`config.mk`:
```
export PLATFORM = sky130hd
export DESIGN_NAME = tmhe_ram
export DESIGN_NICKNAME = d
export VERILOG_FILES = /design/src/sv/tmhe_ram.sv
export SDC_FILE = /design/constraint.sdc
export NUM_CORES = 1
export LEC_CHECK = 0
export BUFFER_PORTS_ARGS = -buffer_cell sky130_fd_sc_hd__buf_2
export CORE_ASPECT_RATIO = 1.2
export CORE_MARGIN = 10
export CORE_UTILIZATION = 35
export DETAILED_ROUTE_END_ITERATION = 8
export HOLD_SLACK_MARGIN = 0.05
export SLEW_MARGIN = 0
export SYNTH_ARGS = -nofsm -noshare
export SYNTH_HDL_FRONTEND = slang
export SYNTH_SLANG_ARGS = --single-unit
```
`constraint.sdc`:
```
create_clock -name clock -period 2.46 [get_ports clock]
set_input_delay 0.246 -clock clock [delete_from_list [all_inputs] [get_ports clock]]
set_output_delay 0.246 -clock clock [all_outputs]
set_load 0.1 [all_outputs]
```
`src/sv/tmhe_ram.sv`:
```
// tmhe_ram: generic single-write, single-read synchronous ram
// registered read data; no dependencies
`default_nettype none
module tmhe_ram #(
   parameter int WIDTH = 8,
   parameter int DEPTH = 64
) (
   input  wire logic                     clock,
   input  wire logic                     wr_en,
   input  wire logic [$clog2(DEPTH)-1:0] wr_addr,
   input  wire logic [WIDTH-1:0]         wr_data,
   input  wire logic [$clog2(DEPTH)-1:0] rd_addr,
   output logic [WIDTH-1:0]              rd_data
);
   logic [WIDTH-1:0] mem [DEPTH];

   // write port and registered read port
   always_ff @(posedge clock) begin
      if (wr_en) begin
         mem[wr_addr] <= wr_data;
      end
      rd_data <= mem[rd_addr];
   end
endmodule
`default_nettype wire

```
# [After elaboration in Yosys (flattened, before gate mapping)]
# Memory sizes are Yosys's and may differ from the RTL's. A register that Yosys moved wholly into a read port is not among the register bits.
# Cells that the tools add are included.
[word_totals] register_bits=0 latchBits=0 ram_bits=512 romBits=0 inputBits=22 out_inout_bits=8 elab_cells=3 memories=1
[op_classes] add_sub_neg=0 mul=0 div_mod_pow=0 magnitude_cmp=0 eq_ne=0 shift=0 muxes=2 bitwise=0 reduce_logical=0
[mem_list] memory="mem" depth=64 width=8 rd=1 rd_clocked_by_memory_dff=1 write_ports=1 line="15" source="logic [WIDTH-1:0] mem [DEPTH];"
[op_table] operator="two-way mux 1 bit" count=2

# [Depth between registers and ports, before layout]
[logic_depth] depth_word=2 ltp_mapped=9 mapped_depth_nobuf=5

# [Least setup slack after synthesis]
# No wires, ideal clock.
[synth_path] kind="in2reg" start="input rd_addr[1]" end="register rd_data[3] (read register of mem)" setup_ns=0.128 t_arrival_ns=1.786 t_required_ns=2.332 slack_ns=0.546 cell_stages=7 path_cell_list="buf_4 -> buf_2 -> buf_2 -> mux4_2 -> mux4_2 -> o21ai_1 -> o41ai_1"
[synth_rtl] item="start: declaration" line="12" source="input wire logic [$clog2(DEPTH)-1:0] rd_addr,"
[synth_rtl] item="end: declaration" line="13" source="output logic [WIDTH-1:0] rd_data"

==> results.yml <==
logic_synthesis:
  synth_seq_cells: 520
  yosysTopAreaCell: "edfxtp_1"
  synth-adder-area-share_pct: 0
  synth_compound_gate_area_share_pct: 2.07
  yosys.area_share.xor_xnor_pct: 0
  synthesis.area_sq_mm: 0.0202
  yosysTopAreaCellShare_pct: 76.2
  synthSimpleGateAreaFrac_pct: 3.39
  syn_avg_cell_area_sq_um: 21.5
  synthMuxAreaShare_pct: 15.9
  syn-num-nets: 962
  synth_top_family_by_area: "multiplexers"
  yosysWarnings: 0
  synthDistinctLibCells: 40
  synthCells: 940
  postSynth.asyncResetShare_pct: 0
  synth_seq_area_share_pct: 77.0
  synth.area.top_cells: "edfxtp_1, mux4_2, nor2_1, mux2i_1, dfxtp_1"
  synth_common_cells: "edfxtp_1, mux4_2, nor2_1"
  synth_edf_count: 512
  synth.most_common_cell: "edfxtp_1"
  synth_ff_type: "edfxtp_1"
power_and_ir_drop:
  power-per-cell-area_mw_per_mm2: 771
  peakVddDrop_v: 0.000496
  pwr-share-seq_pct: 54.4
  switching_share_pct: 21.2
  internal_power_w: 0.0142
  p_leak_nw: 7.47
  clkPwrFrac_pct: 39.6
  finalPower_w: 0.0181
  switching_power_w: 0.00384
  combPwrFrac_pct: 6.1
setup_path:
  cp_max_fo: 1
  crit_top_cell: "mux4_2"
  rr_startpoint: "mem[39][7]"
  r2r-end: "rd_data[7]"
  crit_chain: "mux4_2, mux4_2, o21ai_0, nand2_1"
  r2r_setup_slack_ns: 0.35
  crit_path_end_kind: "flip-flop"
  required_ns: 2.88
  crit_type: "flip-flop to flip-flop"
  arrival_ns: 2.53
  ff2ff_path_depth: 4
  path_buf_inv: 0
  cpPeakStageDelay_ns: 0.51
  crit_slowest_cell: "mux4_2"
  start_kind: "flip-flop"
  cp_top_family: "multiplexers"
place:
  globalplace.congestion: 0.800
  numPlacedInstances: 1772
  io_buffers: 29
  place.detailed.hpwl_um: 30900
die:
  initial_utilization_pct: 35.3
  rows: 96
  die_area_sq_mm: 0.0677
  die_width_um: 239
  core-area_sq_mm: 0.0572
  die_h_um: 283
  ioPinCount: 30
routing:
  vias: 9779
  firstDrtPassIters: 5
  drc: 0
  ant_nets: 0
  viasPerCell: 5.26
  wire_per_inst_um: 25.5
  drt_iter0_drc: 908
  wl_um: 47300
sta:
  holdWs_ns: 0.0788
  finalSetupViolCount: 0
  max_clock_freq_mhz: 474
  rsz0062_at_grt: "false"
  period_minus_slack_ns: 2.11
  finClkSkew_ns: 0.0180
  slew_violations: 0
  hold_violations: 0
  worstMarginPinSlew_ns: 0.765
  max_slew_margin_pct: 49.0
  fin_crit_sh_pct: 85.8
finish:
  fin_cells: 1860
  nets: 1111
  antenna_cells: 0
  final_layout_size_suffix_gt1_share_pct: 31.4
  syn_to_final_growth_pct: 16.2
clock_network:
  clock_latency_ns: 0.57
  cts_tree: "done"
  cts_buffer_depth: 3
  cts_resized: 0
  post_cts_buffers: 0
  ctsHoldBuffers: 0
  htree_num_levels: 2
  clkSinkCount: 520
  cts_made_buffers: 50
  clockRootBuffer: "clkbuf_16"
  clk_pin_slew_ns: 0.06
grt:
  grt_max_degree: 65
  grt_use_total_pct: 14.1
  grt_pass1_vias: 10400
  antenna_found_initial: 1
  grt_pass1_wl_um: 70700
  grt_overflow: 0
min_path:
  worstHoldEndpoint: "mem[0][1]"
  min_path_type: "input port to flip-flop"
  min-delay-start: "wr_data[1]"
  min_path_cells: 1
flow_run:
  drv_cap: 0
run_status:
  status: "complete, no violations"
cell type report:
class                           instances  area (sq um)
Tap cell                              735           920
Timing Repair Buffer                  148          1160
Sequential cell                       520         15500
Clock inverter                         18           108
Fill cell                            5001         33700
Multi-Input combinational cell        369          4320
Clock buffer                           70          1400
logic make-up after synthesis:
family                 Yosys count
buffers and inverters           51
muxes                          162
DFF                            520
AOI/OAI and AO/OA               54
and+or+nand+nor                153
flip-flops by register name (all words and copies together) (netlist names):
name and flops:
rd_data 8, mem 512
through the flow:
stage	setup TNS [ns]	setup WS, ns	util [%]	instance area, sq um
2_1_floorplan	0	0.546	-	20200
3_3_place_gp	-0.0444	-0.0444	38.4	21900
3_5_place_dp	-0.0521	-0.0521	38.4	21900
4_1_cts	0	0.434	41.0	23400
5_1_grt	0	0.371	41.0	23400
6_report	0	0.348	41.0	23400
worst max-delay path by stage:
stage / start / to / cells after the start
global route: mem[55][7] / rd_data[7] / 4
finish: mem[39][7] / rd_data[7] / 4
CTS: mem[39][7] / rd_data[7] / 4
floorplan: rd_addr[1] / rd_data[3] / 7
global placement: rd_addr[0] / rd_data[7] / 6
detailed placement: rd_addr[0] / rd_data[7] / 6
power by group through the flow:
stage	clock, W	combinational (W)	sequential, W
after floorplan	0	0.000523	0.0101
after global placement	0	0.00109	0.0100
after detailed placement	0	0.00111	0.0100
after CTS	0.00732	0.00111	0.00983
after global routing	0.00765	0.00117	0.00983
final	0.00715	0.00110	0.00983
worst reg2reg max path: stages, from the launching register on:
cell	delay, ns
edfxtp_1	0.37
mux4_2	0.50
mux4_2	0.51
o21ai_0	0.41
nand2_1	0.18
layer usage:
metal / vias up / global-route usage (%) / part of all wire [%]
met5: - / 0 / 0.038
li1: 4214 / - / -
met3: 70 / 2.73 / 5.4
met4: 2 / 5.07 / 3.1
met2: 285 / 23.5 / 50
met1: 5208 / 17.9 / 41
placed cells by master (no fill, tap or decap), types with 3 or more instances in the layout:
master / count
o221ai_1: 8
buf_4: 112
nand2_1: 19
nor2b_1: 14
nand3_1: 13
dfxtp_1: 8
buf_2: 26
buf_12: 9
clkbuf_1: 16
mux2_2: 13
nand3b_1: 3
clkinv_1: 8
a21oi_1: 3
a221oi_1: 6
nor3_1: 7
clkbuf_16: 53
nand2b_1: 7
o2bb2ai_1: 3
mux4_2: 126
edfxtp_1: 512
mux2i_1: 23
clkinv_2: 8
a22oi_1: 3
nor2_1: 83
o22ai_1: 8
o2111ai_1: 3
a211oi_1: 4
Note: power is estimated with default switching activity, not from simulation.
